$ cat src/hw/rtl/lru_key_value_cache_assert.svh
// ----------------------------------------------------------------------------
// lru_key_value_cache_assert.svh
// Assertion macros for the LRU key/value cache; clocked on clk_i, reset rst_ni.
// ----------------------------------------------------------------------------
`ifndef LRU_KEY_VALUE_CACHE_ASSERT_SVH
`define LRU_KEY_VALUE_CACHE_ASSERT_SVH

`ifndef NO_ASSERTIONS

// Check a property outside of reset.
`define LKVC_ASSERT(lbl, prop, msg) \
  lbl: assert property (@(posedge clk_i) disable iff (!rst_ni) (prop)) else $error(msg);

// Check a property at every edge, reset included.
`define LKVC_ASSERT_ALWAYS(lbl, prop, msg) \
  lbl: assert property (@(posedge clk_i) (prop)) else $error(msg);

`else

`define LKVC_ASSERT(lbl, prop, msg)
`define LKVC_ASSERT_ALWAYS(lbl, prop, msg)

`endif

`endif

$ cat src/hw/rtl/lkvc_pkg.sv
// ----------------------------------------------------------------------------
// lkvc_pkg
// Shared sizes, codes and types of the LRU key/value cache.
// ----------------------------------------------------------------------------
`default_nettype none

package lkvc_pkg;

  localparam int unsigned Capacity = 16;
  localparam int unsigned AgeW     = $clog2(Capacity);
  localparam int unsigned CntW     = $clog2(Capacity + 1);
  localparam int unsigned CfgW     = 5;
  localparam int unsigned WordW    = 32;

  typedef logic [WordW-1:0]    word_t;
  typedef logic [AgeW-1:0]     age_t;
  typedef logic [CntW-1:0]     cnt_t;
  typedef logic [Capacity-1:0] vec_t;

  typedef enum logic {
    OP_GET = 1'b0,
    OP_PUT = 1'b1
  } op_e;

  // Lookup outcome handed from the match logic to the update logic.
  typedef struct packed {
    logic  hit;
    vec_t  hit_vec;
    age_t  hit_age;
    word_t hit_data;
    vec_t  free_vec;
    vec_t  old_vec;
  } lookup_t;

endpackage

`default_nettype wire

$ cat src/hw/rtl/lkvc_lookup.sv
// ----------------------------------------------------------------------------
// lkvc_lookup
// Parallel key match, free-entry pick and least-recent pick over all entries.
// ----------------------------------------------------------------------------
`default_nettype none

module lkvc_lookup (
  input  lkvc_pkg::word_t   key_i,
  input  lkvc_pkg::vec_t    valid_i,
  input  lkvc_pkg::word_t   keys_i [lkvc_pkg::Capacity],
  input  lkvc_pkg::word_t   data_i [lkvc_pkg::Capacity],
  input  lkvc_pkg::age_t    ages_i [lkvc_pkg::Capacity],
  input  lkvc_pkg::cnt_t    fill_i,
  output lkvc_pkg::lookup_t res_o
);

  lkvc_pkg::cnt_t oldest_rank;

  // The least recent valid entry holds the rank fill - 1.
  assign oldest_rank = fill_i - lkvc_pkg::cnt_t'(1);

  always_comb begin
    res_o = '0;
    for (int i = 0; i < lkvc_pkg::Capacity; i++) begin
      res_o.hit_vec[i] = valid_i[i] && (keys_i[i] == key_i);
      res_o.old_vec[i] = valid_i[i] && ({1'b0, ages_i[i]} == oldest_rank);
    end
    // Keys are unique among valid entries, so an and-or select suffices.
    for (int i = 0; i < lkvc_pkg::Capacity; i++) begin
      res_o.hit_data = res_o.hit_data | (data_i[i] & {lkvc_pkg::WordW{res_o.hit_vec[i]}});
      res_o.hit_age  = res_o.hit_age  | (ages_i[i] & {lkvc_pkg::AgeW{res_o.hit_vec[i]}});
    end
    res_o.hit      = |res_o.hit_vec;
    // Lowest clear bit of the valid vector.
    res_o.free_vec = ~valid_i & (valid_i + lkvc_pkg::vec_t'(1));
  end

endmodule

`default_nettype wire

$ cat src/hw/rtl/lru_key_value_cache.sv
// ----------------------------------------------------------------------------
// lru_key_value_cache
// Fully associative key/value store with least-recently-used replacement.
// ----------------------------------------------------------------------------
//
//   channel   direction  handshake               payload
//   in        sink       in_valid_i/in_ready_o   in_op_i, in_key_i, in_value_i
//   out       source     out_valid_o/out_ready_i out_found_o, out_read_value_o
//   cfg       sink       cfg_we_i (no wait)      cfg_wdata_i (capacity)
//
// One beat per cycle while no get stalls: an accepted beat sits in the stage
// register, where the parallel match over all sixteen entries and the age update
// complete, so the entry state is current for the very next beat.
// A get yields one out beat through the result register; a put yields none.
// A get stalls in the stage only while the out register holds an untaken beat.
// Reset empties the store at once: valid bits, ages and fill count clear, the
// capacity returns to sixteen. No clearing pass.
//
`default_nettype none
`include "lru_key_value_cache_assert.svh"

module lru_key_value_cache (
  input  logic                       clk_i,
  input  logic                       rst_ni,
  input  logic                       in_valid_i,
  output logic                       in_ready_o,
  input  logic                       in_op_i,
  input  logic signed [31:0]         in_key_i,
  input  logic signed [31:0]         in_value_i,
  output logic                       out_valid_o,
  input  logic                       out_ready_i,
  output logic                       out_found_o,
  output logic signed [31:0]         out_read_value_o,
  input  logic                       cfg_we_i,
  input  logic [lkvc_pkg::CfgW-1:0]  cfg_wdata_i
);

  // Configuration.
  logic [lkvc_pkg::CfgW-1:0] cap_q;
  lkvc_pkg::cnt_t            eff_cap;

  // Stage register.
  logic            stage_v_q;
  lkvc_pkg::op_e   stage_op_q;
  lkvc_pkg::word_t stage_key_q;
  lkvc_pkg::word_t stage_value_q;

  // Entry state.
  lkvc_pkg::vec_t  valid_q;
  lkvc_pkg::word_t keys_q [lkvc_pkg::Capacity];
  lkvc_pkg::word_t data_q [lkvc_pkg::Capacity];
  lkvc_pkg::age_t  ages_q [lkvc_pkg::Capacity];
  lkvc_pkg::cnt_t  fill_q;

  // Result register.
  logic            out_v_q;
  logic            out_found_q;
  lkvc_pkg::word_t out_data_q;

  lkvc_pkg::lookup_t lk;
  logic              stage_retire;
  logic              is_put;
  logic              insert_free;
  logic              do_update;
  lkvc_pkg::vec_t    write_vec;
  lkvc_pkg::cnt_t    age_thr;

  // Clamp the capacity into one to sixteen.
  always_comb begin
    priority if (cap_q == '0) begin
      eff_cap = lkvc_pkg::cnt_t'(1);
    end else if (cap_q > lkvc_pkg::CfgW'(lkvc_pkg::Capacity)) begin
      eff_cap = lkvc_pkg::cnt_t'(lkvc_pkg::Capacity);
    end else begin
      eff_cap = lkvc_pkg::cnt_t'(cap_q);
    end
  end

  lkvc_lookup u_lookup (
    .key_i   (stage_key_q),
    .valid_i (valid_q),
    .keys_i  (keys_q),
    .data_i  (data_q),
    .ages_i  (ages_q),
    .fill_i  (fill_q),
    .res_o   (lk)
  );

  // A put always retires; a get retires when the out register can take it.
  assign is_put       = (stage_op_q == lkvc_pkg::OP_PUT);
  assign stage_retire = stage_v_q && (is_put || !out_v_q || out_ready_i);
  assign in_ready_o   = !stage_v_q || stage_retire;

  assign insert_free = !lk.hit && (fill_q < eff_cap);
  assign do_update   = stage_retire && (is_put || lk.hit);

  // Pick the target entry and the age below which valid entries grow older.
  always_comb begin
    priority if (lk.hit) begin
      write_vec = lk.hit_vec;
      age_thr   = {1'b0, lk.hit_age};
    end else if (insert_free) begin
      write_vec = lk.free_vec;
      age_thr   = lkvc_pkg::cnt_t'(lkvc_pkg::Capacity);
    end else begin
      write_vec = lk.old_vec;
      age_thr   = fill_q - lkvc_pkg::cnt_t'(1);
    end
  end

  // Capacity register.
  always_ff @(posedge clk_i or negedge rst_ni) begin
    if (!rst_ni) begin
      cap_q <= lkvc_pkg::CfgW'(lkvc_pkg::Capacity);
    end else if (cfg_we_i) begin
      cap_q <= cfg_wdata_i;
    end
  end

  // Stage register: load a new beat, or drop the retired one.
  always_ff @(posedge clk_i or negedge rst_ni) begin
    if (!rst_ni) begin
      stage_v_q <= 1'b0;
    end else if (in_valid_i && in_ready_o) begin
      stage_v_q <= 1'b1;
    end else if (stage_retire) begin
      stage_v_q <= 1'b0;
    end
  end

  always_ff @(posedge clk_i) begin
    if (in_valid_i && in_ready_o) begin
      stage_op_q    <= lkvc_pkg::op_e'(in_op_i);
      stage_key_q   <= lkvc_pkg::word_t'(in_key_i);
      stage_value_q <= lkvc_pkg::word_t'(in_value_i);
    end
  end

  // Control part of the entry state: valid bits, ages, fill count.
  always_ff @(posedge clk_i or negedge rst_ni) begin
    if (!rst_ni) begin
      valid_q <= '0;
      fill_q  <= '0;
      for (int i = 0; i < lkvc_pkg::Capacity; i++) begin
        ages_q[i] <= '0;
      end
    end else if (do_update) begin
      for (int i = 0; i < lkvc_pkg::Capacity; i++) begin
        if (write_vec[i]) begin
          ages_q[i] <= '0;
        end else if (valid_q[i] && ({1'b0, ages_q[i]} < age_thr)) begin
          ages_q[i] <= ages_q[i] + lkvc_pkg::age_t'(1);
        end
      end
      if (is_put) begin
        valid_q <= valid_q | write_vec;
        if (insert_free) begin
          fill_q <= fill_q + lkvc_pkg::cnt_t'(1);
        end
      end
    end
  end

  // Keys and data: write the target entry on a put.
  always_ff @(posedge clk_i) begin
    if (do_update && is_put) begin
      for (int i = 0; i < lkvc_pkg::Capacity; i++) begin
        if (write_vec[i]) begin
          keys_q[i] <= stage_key_q;
          data_q[i] <= stage_value_q;
        end
      end
    end
  end

  // Result register: advance a get, hold until taken.
  always_ff @(posedge clk_i or negedge rst_ni) begin
    if (!rst_ni) begin
      out_v_q <= 1'b0;
    end else if (stage_retire && !is_put) begin
      out_v_q <= 1'b1;
    end else if (out_ready_i) begin
      out_v_q <= 1'b0;
    end
  end

  always_ff @(posedge clk_i) begin
    if (stage_retire && !is_put) begin
      out_found_q <= lk.hit;
      out_data_q  <= lk.hit ? lk.hit_data : '1;
    end
  end

  assign out_valid_o      = out_v_q;
  assign out_found_o      = out_found_q;
  assign out_read_value_o = $signed(out_data_q);

  `LKVC_ASSERT(a_fill_matches_valid, $countones(valid_q) == fill_q, "fill count out of step")
  `LKVC_ASSERT(a_insert_grows_fill,
    stage_retire && is_put && insert_free |=> fill_q == $past(fill_q) + lkvc_pkg::cnt_t'(1),
    "insert did not grow the fill count")
  `LKVC_ASSERT(a_get_gives_beat, stage_retire && !is_put |=> out_v_q, "get lost its result")
  `LKVC_ASSERT(a_fill_bounded, fill_q <= lkvc_pkg::cnt_t'(lkvc_pkg::Capacity),
    "fill count above depth")
  `LKVC_ASSERT_ALWAYS(a_reset_empty, !rst_ni |-> fill_q == '0 && !out_v_q,
    "store not empty in reset")

endmodule

`default_nettype wire

$ cat config.mk
export PLATFORM = sky130hd
export DESIGN_NAME = lru_key_value_cache
export DESIGN_NICKNAME = d
export VERILOG_FILES = /design/src/hw/rtl/lkvc_pkg.sv /design/src/hw/rtl/lkvc_lookup.sv /design/src/hw/rtl/lru_key_value_cache.sv
export VERILOG_INCLUDE_DIRS = /design/src /design/src/hw/rtl
export SDC_FILE = /design/constraint.sdc
export NUM_CORES = 2
export LEC_CHECK = 0
export BUFFER_PORTS_ARGS = -buffer_cell sky130_fd_sc_hd__buf_2
export CAP_MARGIN = 20
export CELL_PAD_IN_SITES_DETAIL_PLACEMENT = 2
export CELL_PAD_IN_SITES_GLOBAL_PLACEMENT = 2
export CORE_MARGIN = 10
export CORE_UTILIZATION = 45
export DETAILED_ROUTE_END_ITERATION = 6
export PLACE_DENSITY_LB_ADDON = 0.1
export SLEW_MARGIN = 5
export SYNTH_ARGS = -nofsm -noshare
export SYNTH_HDL_FRONTEND = slang
export SYNTH_HIERARCHICAL = 1
export SYNTH_SLANG_ARGS = --single-unit
$ cat constraint.sdc
create_clock -name clk_i -period 9.2 [get_ports clk_i]
set_input_delay 1.38 -clock clk_i [delete_from_list [all_inputs] [get_ports clk_i]]
set_output_delay 1.38 -clock clk_i [all_outputs]
set_load 0.1 [all_outputs]
Yosys cells after proc, flatten, opt, wreduce, memory -nomap -nowiden
Index checks and enable logic that the tools add are counted.
{"block": "word_totals", "reg_bits": 1214, "in_bits": 75, "out_inout_bits": 35, "word_cells": 350}
{"block": "op_classes", "n_addsub": 19, "order_cmp": 18, "n_eq_ne": 32, "muxes": 42, "bitwise": 65, "n_reduce_logical": 116}
{"operator": "bitwise AND 32 bit", "n": 16}
{"operator": "equality test 32 bit", "n": 16}
{"operator": "bitwise OR 32 bit", "n": 15}
{"operator": "two-way mux 4 bit", "n": 32}
{"operator": "equality test 4 x 5 -> 1 bit", "n": 16}
{"operator": "< comparator 4 x 5 -> 1 bit", "n": 16}
{"operator": "AND reduction 2 bit", "n": 33}
{"operator": "adder 4 x 1 -> 4 bit, second input constant", "n": 16}
{"operator": "bitwise AND 4 bit", "n": 16}
{"operator": "bitwise OR 4 bit", "n": 15}
{"operator": "logical AND 1 bit", "n": 54}
{"operator": "nonzero test 2 bit", "n": 18}
{"operator": "two-way mux 16 bit", "n": 2}
{"operator": "two-way mux 5 bit", "n": 4}
{"operator": "adder 16 x 1 -> 16 bit, second input constant", "n": 1}
{"operator": "bitwise AND 16 bit", "n": 1}
{"operator": "NOT 16 bit", "n": 1}
{"operator": "bitwise OR 16 bit", "n": 1}
{"operator": "OR reduction 16 bit", "n": 1}
{"operator": "adder 5 x 1 -> 5 bit, second input constant", "n": 1}
{"operator": "> comparator 5 bit, second input constant", "n": 1}
{"operator": "zero test 5 bit", "n": 1}
{"operator": "< comparator 5 bit", "n": 1}
{"operator": "subtractor 5 x 1 -> 5 bit, second input constant", "n": 1}
{"operator": "other kinds (4)", "n": 13}

Depth between registers and ports, before layout
{"block": "depth", "word_depth": 23, "mapped_depth": 23}

By module
The synthesis kept the hierarchy.
{"module": "lru_key_value_cache", "instances": 1, "cells_each": 1933, "area_per_inst_um2": 40933.0}
{"module": "lkvc_lookup", "instances": 1, "cells_each": 2678, "area_per_inst_um2": 16179.3}

Worst setup path after synthesis
Ideal clock, no wire load.
{"block": "synth_timing", "path_type": "register to register", "from": "reg stage_key_q[27]", "to": "reg data_q[352] in the netlist's numbering (enable)", "arrival_time_ps": 6424, "setup_slack_ps": 2289, "stages_incl_launch_ff": 16, "path_buffers": 4, "period_less_slack_ps": 6911, "path_cell_list": "edfxtp_1 buf_4 xor2_1 nor4_1 and3_4 buf_6 and3_4 or4b_1 or4_1 buf_2 nor2_1 o211a_1 clkbuf_1 a211oi_1 or3_1 nor2_1"}
{"item": "start: declaration", "line_no": "lru_key_value_cache.sv:45", "text": "lkvc_pkg::word_t stage_key_q;"}
{"item": "start signal: assignment", "line_no": "lru_key_value_cache.sv:134", "text": "stage_key_q <= lkvc_pkg::word_t'(in_key_i);"}
{"item": "end signal: indexed assignment", "line_no": "lru_key_value_cache.sv:170", "text": "data_q[i] <= stage_value_q;"}
{"item": "end: declaration", "line_no": "lru_key_value_cache.sv:51", "text": "lkvc_pkg::word_t data_q [lkvc_pkg::Capacity];"}

==> impl_results.md <==
* VDD IR max at 214 µV
* Detailed router's first-iteration violation count at about 4,800
* Initial antenna violation count at 14
* Setup WS post-layout at around 1.8 ns
* Ranking of synthesized cells by area: edfxtp_1, xnor2_1, nand4_1
* Input/output buffers at ~110
* Top-area cell type share of the netlist area at 59.0%
* Mapped Area at about 57,000 µm²
* Chip width at 376 µm
* Drt wl/cell at between 30 and 40 µm
* Die area at 142,000 µm²
* Worst rel slew slack at roughly a fifth
* Share of cells above drive strength 1 at 12.2%
* Drt first pass iters at 5
* CTS Buf Count at 138
* Chip height at 376 µm
* Skew-Pair Late Insertion Delay at 0.80 ns
* H-tree levels at 4
* Crit-path max FO at 38
* Nets@finish at 4,871
* Clock Skews at 0.0354 ns
* Outcome: finished, final reports clean
* Clk pin slew, worst setup/hold paths at ~0.060 ns
* Rows at 130
* Number of synthesized flops with an enable pin at 1,122
* Clk sinks at 1,214
* Hold_ws at 0.509 ns
* Post_cts resized at 0
* Global route total overflow at 0
* Pwr/cell area at 286 nW/µm²
* Max Freq at between 100 and 150 MHz
* CORE AREA at 126,000 µm²
* Yosys warns at 6
* Hold buffers post-CTS at 0
* Setup Crit Path Kind: reg -> reg
* Slew Limit Fails at 0
* Flop-to-flop setup slack at 1.78 ns
* Sequential area share after synthesis at 63.0%
* Post-synth top flop: edfxtp_1
* Setup crit end kind: register
* Final Hold Vio Count at 0
* Post-synth cell types at 66
* Period utilisation layout at between 80 and 90%
* Area growth, synth to finish at 12.6%
* Setup Fix Bufs, Post-CTS at 0
* DRC Markers at 0
* Worst Setup Start Kind: register
* Total GRT Usage at 32.3%
* Setup violators final at 0
* Mean Syn Cell Area at 12.4 µm²
* Hold crit path type: reg -> reg
* Unrepaired setup endpoints after global routing: no
* Post-Syn Instances at 4,611
* Dpl hpwl at 136,000 µm
* # IOs at 110
* DRT antenna net count at 0
* Setup TNS Final at 0 ns
* Overall routed net length at 233,000 µm
* Yosys reg bits at ~1,200
* Root buf cell: clkbuf_16
* First-pass GRT wire length at 333,000 µm
* TritonCTS clock tree: done
* CTS Buffer Depth at 3
* Util after Layout at 51.1%
* Max Cap Viol at 0
* CP required at 9.64 ns
* FFs w/ async S/R, synth at 7.58%
* Via count at 42,374
* GPL Wtd Cong at 0.857
* Minimum clock period at 7.42 ns
* DP Worst Slack at 1.98 ns
* Vias in the first global route at ~46,000
* Vias/cell at 6.53
* Largest net degree at the start of global routing at 66
* Syn Nets at 4,757
* Top cell type by total area after synthesis: edfxtp_1
* P_leak at about 22 nW
* Slew @ Worst Pin at 1.18 ns
* WP data arrival at 7.85 ns
* Starting density of the core at 45.4%
state kept, by name, summed over array words and instances (netlist names), 5 cells and up:
name and flops:
cap_q 5, stage_key_q 32, stage_value_q 32, valid_q 16, keys_q 512, fill_q 5
out_read_value_o 32, data_q 512, ages_q 64
layout by cell type, fill, tap and decap left out, types with 71 or more instances in the layout:
| cell type | synthesis | routed |
|---|---|---|
| buf_2 | 28 | 108 |
| buf_4 | 30 | 142 |
| clkbuf_16 | 0 | 142 |
| dfrtp_1 | 91 | 91 |
| edfxtp_1 | 1122 | 1122 |
| ha_1 | 71 | 71 |
| inv_1 | 488 | 488 |
| nand2_1 | 120 | 115 |
| nand3_1 | 127 | 121 |
| nand4_1 | 567 | 567 |
| nor2_1 | 462 | 434 |
| o2111ai_1 | 170 | 170 |
| xnor2_1 | 483 | 481 |
| xor2_1 | 87 | 87 |
final cells by class:
class,count,area (µm²)
clock inverter,58,515
timing repair buffer,269,1970
inverter,490,1840
multi-input combinational,2612,18200
antenna,6,15.0
sequential,1214,36000
tap,1650,2060
clock buffer,189,3770
fill,12039,61600
path summary, 6_finish.rpt:
kind                               end            start  cells after the start
max                        data_q[416]  stage_key_q[22]                     15
min                           cap_q[0]         cap_q[0]                      1
max reg2reg                data_q[416]  stage_key_q[22]                     15
min reg2reg                   cap_q[0]         cap_q[0]                      1
max in group asynchronous   ages_q[51]           rst_ni                      2
min in group asynchronous   ages_q[11]           rst_ni                      1
worst max-delay path, stage by stage, from the launching register on:
cell and delay (ns):
edfxtp_1 0.32, buf_4 0.49, xor2_1 0.29, nor4_1 0.11
and3_2 0.22, buf_4 0.41, and3_1 0.40, or4b_1 0.53
or4_4 0.68, nor2_1 0.24, o211a_1 0.84, buf_4 0.41
a211oi_1 0.16, or3_1 0.48, nor2_4 0.84, buf_4 0.51
Yosys cell counts, types with 45 or more instances:
master and count:
edfxtp_1 1122, xnor2_1 483, inv_1 488, a21oi_1 47, nor2_1 462, nand4_1 567, dfrtp_1 91, nand2_1 120
nand3_1 127, nand2b_1 56, o2111ai_1 170, clkbuf_1 173, ha_1 71, xor2_1 87, or4_1 45
per-layer routing:
layer | track usage [%] | wire [µm] | vias up
met5 | 0 | 56 | -
met4 | 14.0 | 10300 | 8
met3 | 8.16 | 21100 | 573
met2 | 52.5 | 110000 | 2240
met1 | 40.7 | 91000 | 22389
li1 | - | - | 17164
stage by stage:
step	power [mW]	instances	instance area, µm²
after floorplan	10.9	4611	57100
after global placement	12.6	6229	59900
after detailed placement	12.9	6229	59900
after CTS	18.4	6476	64200
after global routing	19.1	6483	64300
final	18.4	6488	64300
cells by family after synthesis:
| family | Yosys count | share of synthesized area [%] |
|---|---|---|
| adders and majority gates | 71 | 1.56 |
| and+or+nand+nor | 1546 | 14.7 |
| muxes | 22 | 0.397 |
| buffers and inverters | 785 | 6.00 |
| AOI/OAI and AO/OA | 402 | 5.60 |
| DFF | 1214 | 63.0 |
| xor gates and xnor gates | 571 | 8.77 |
power breakdown:
| group | internal, mW | switching [mW] | leakage [nW] |
|---|---|---|---|
| Combinational | 1.55 | 3.44 | 9.10 |
| Sequential | 7.25 | 0.766 | 11.2 |
| Clock | 3.03 | 2.38 | 2.09 |
| Total | 11.8 | 6.59 | 22.4 |
(Power assumes the default switching activity.)
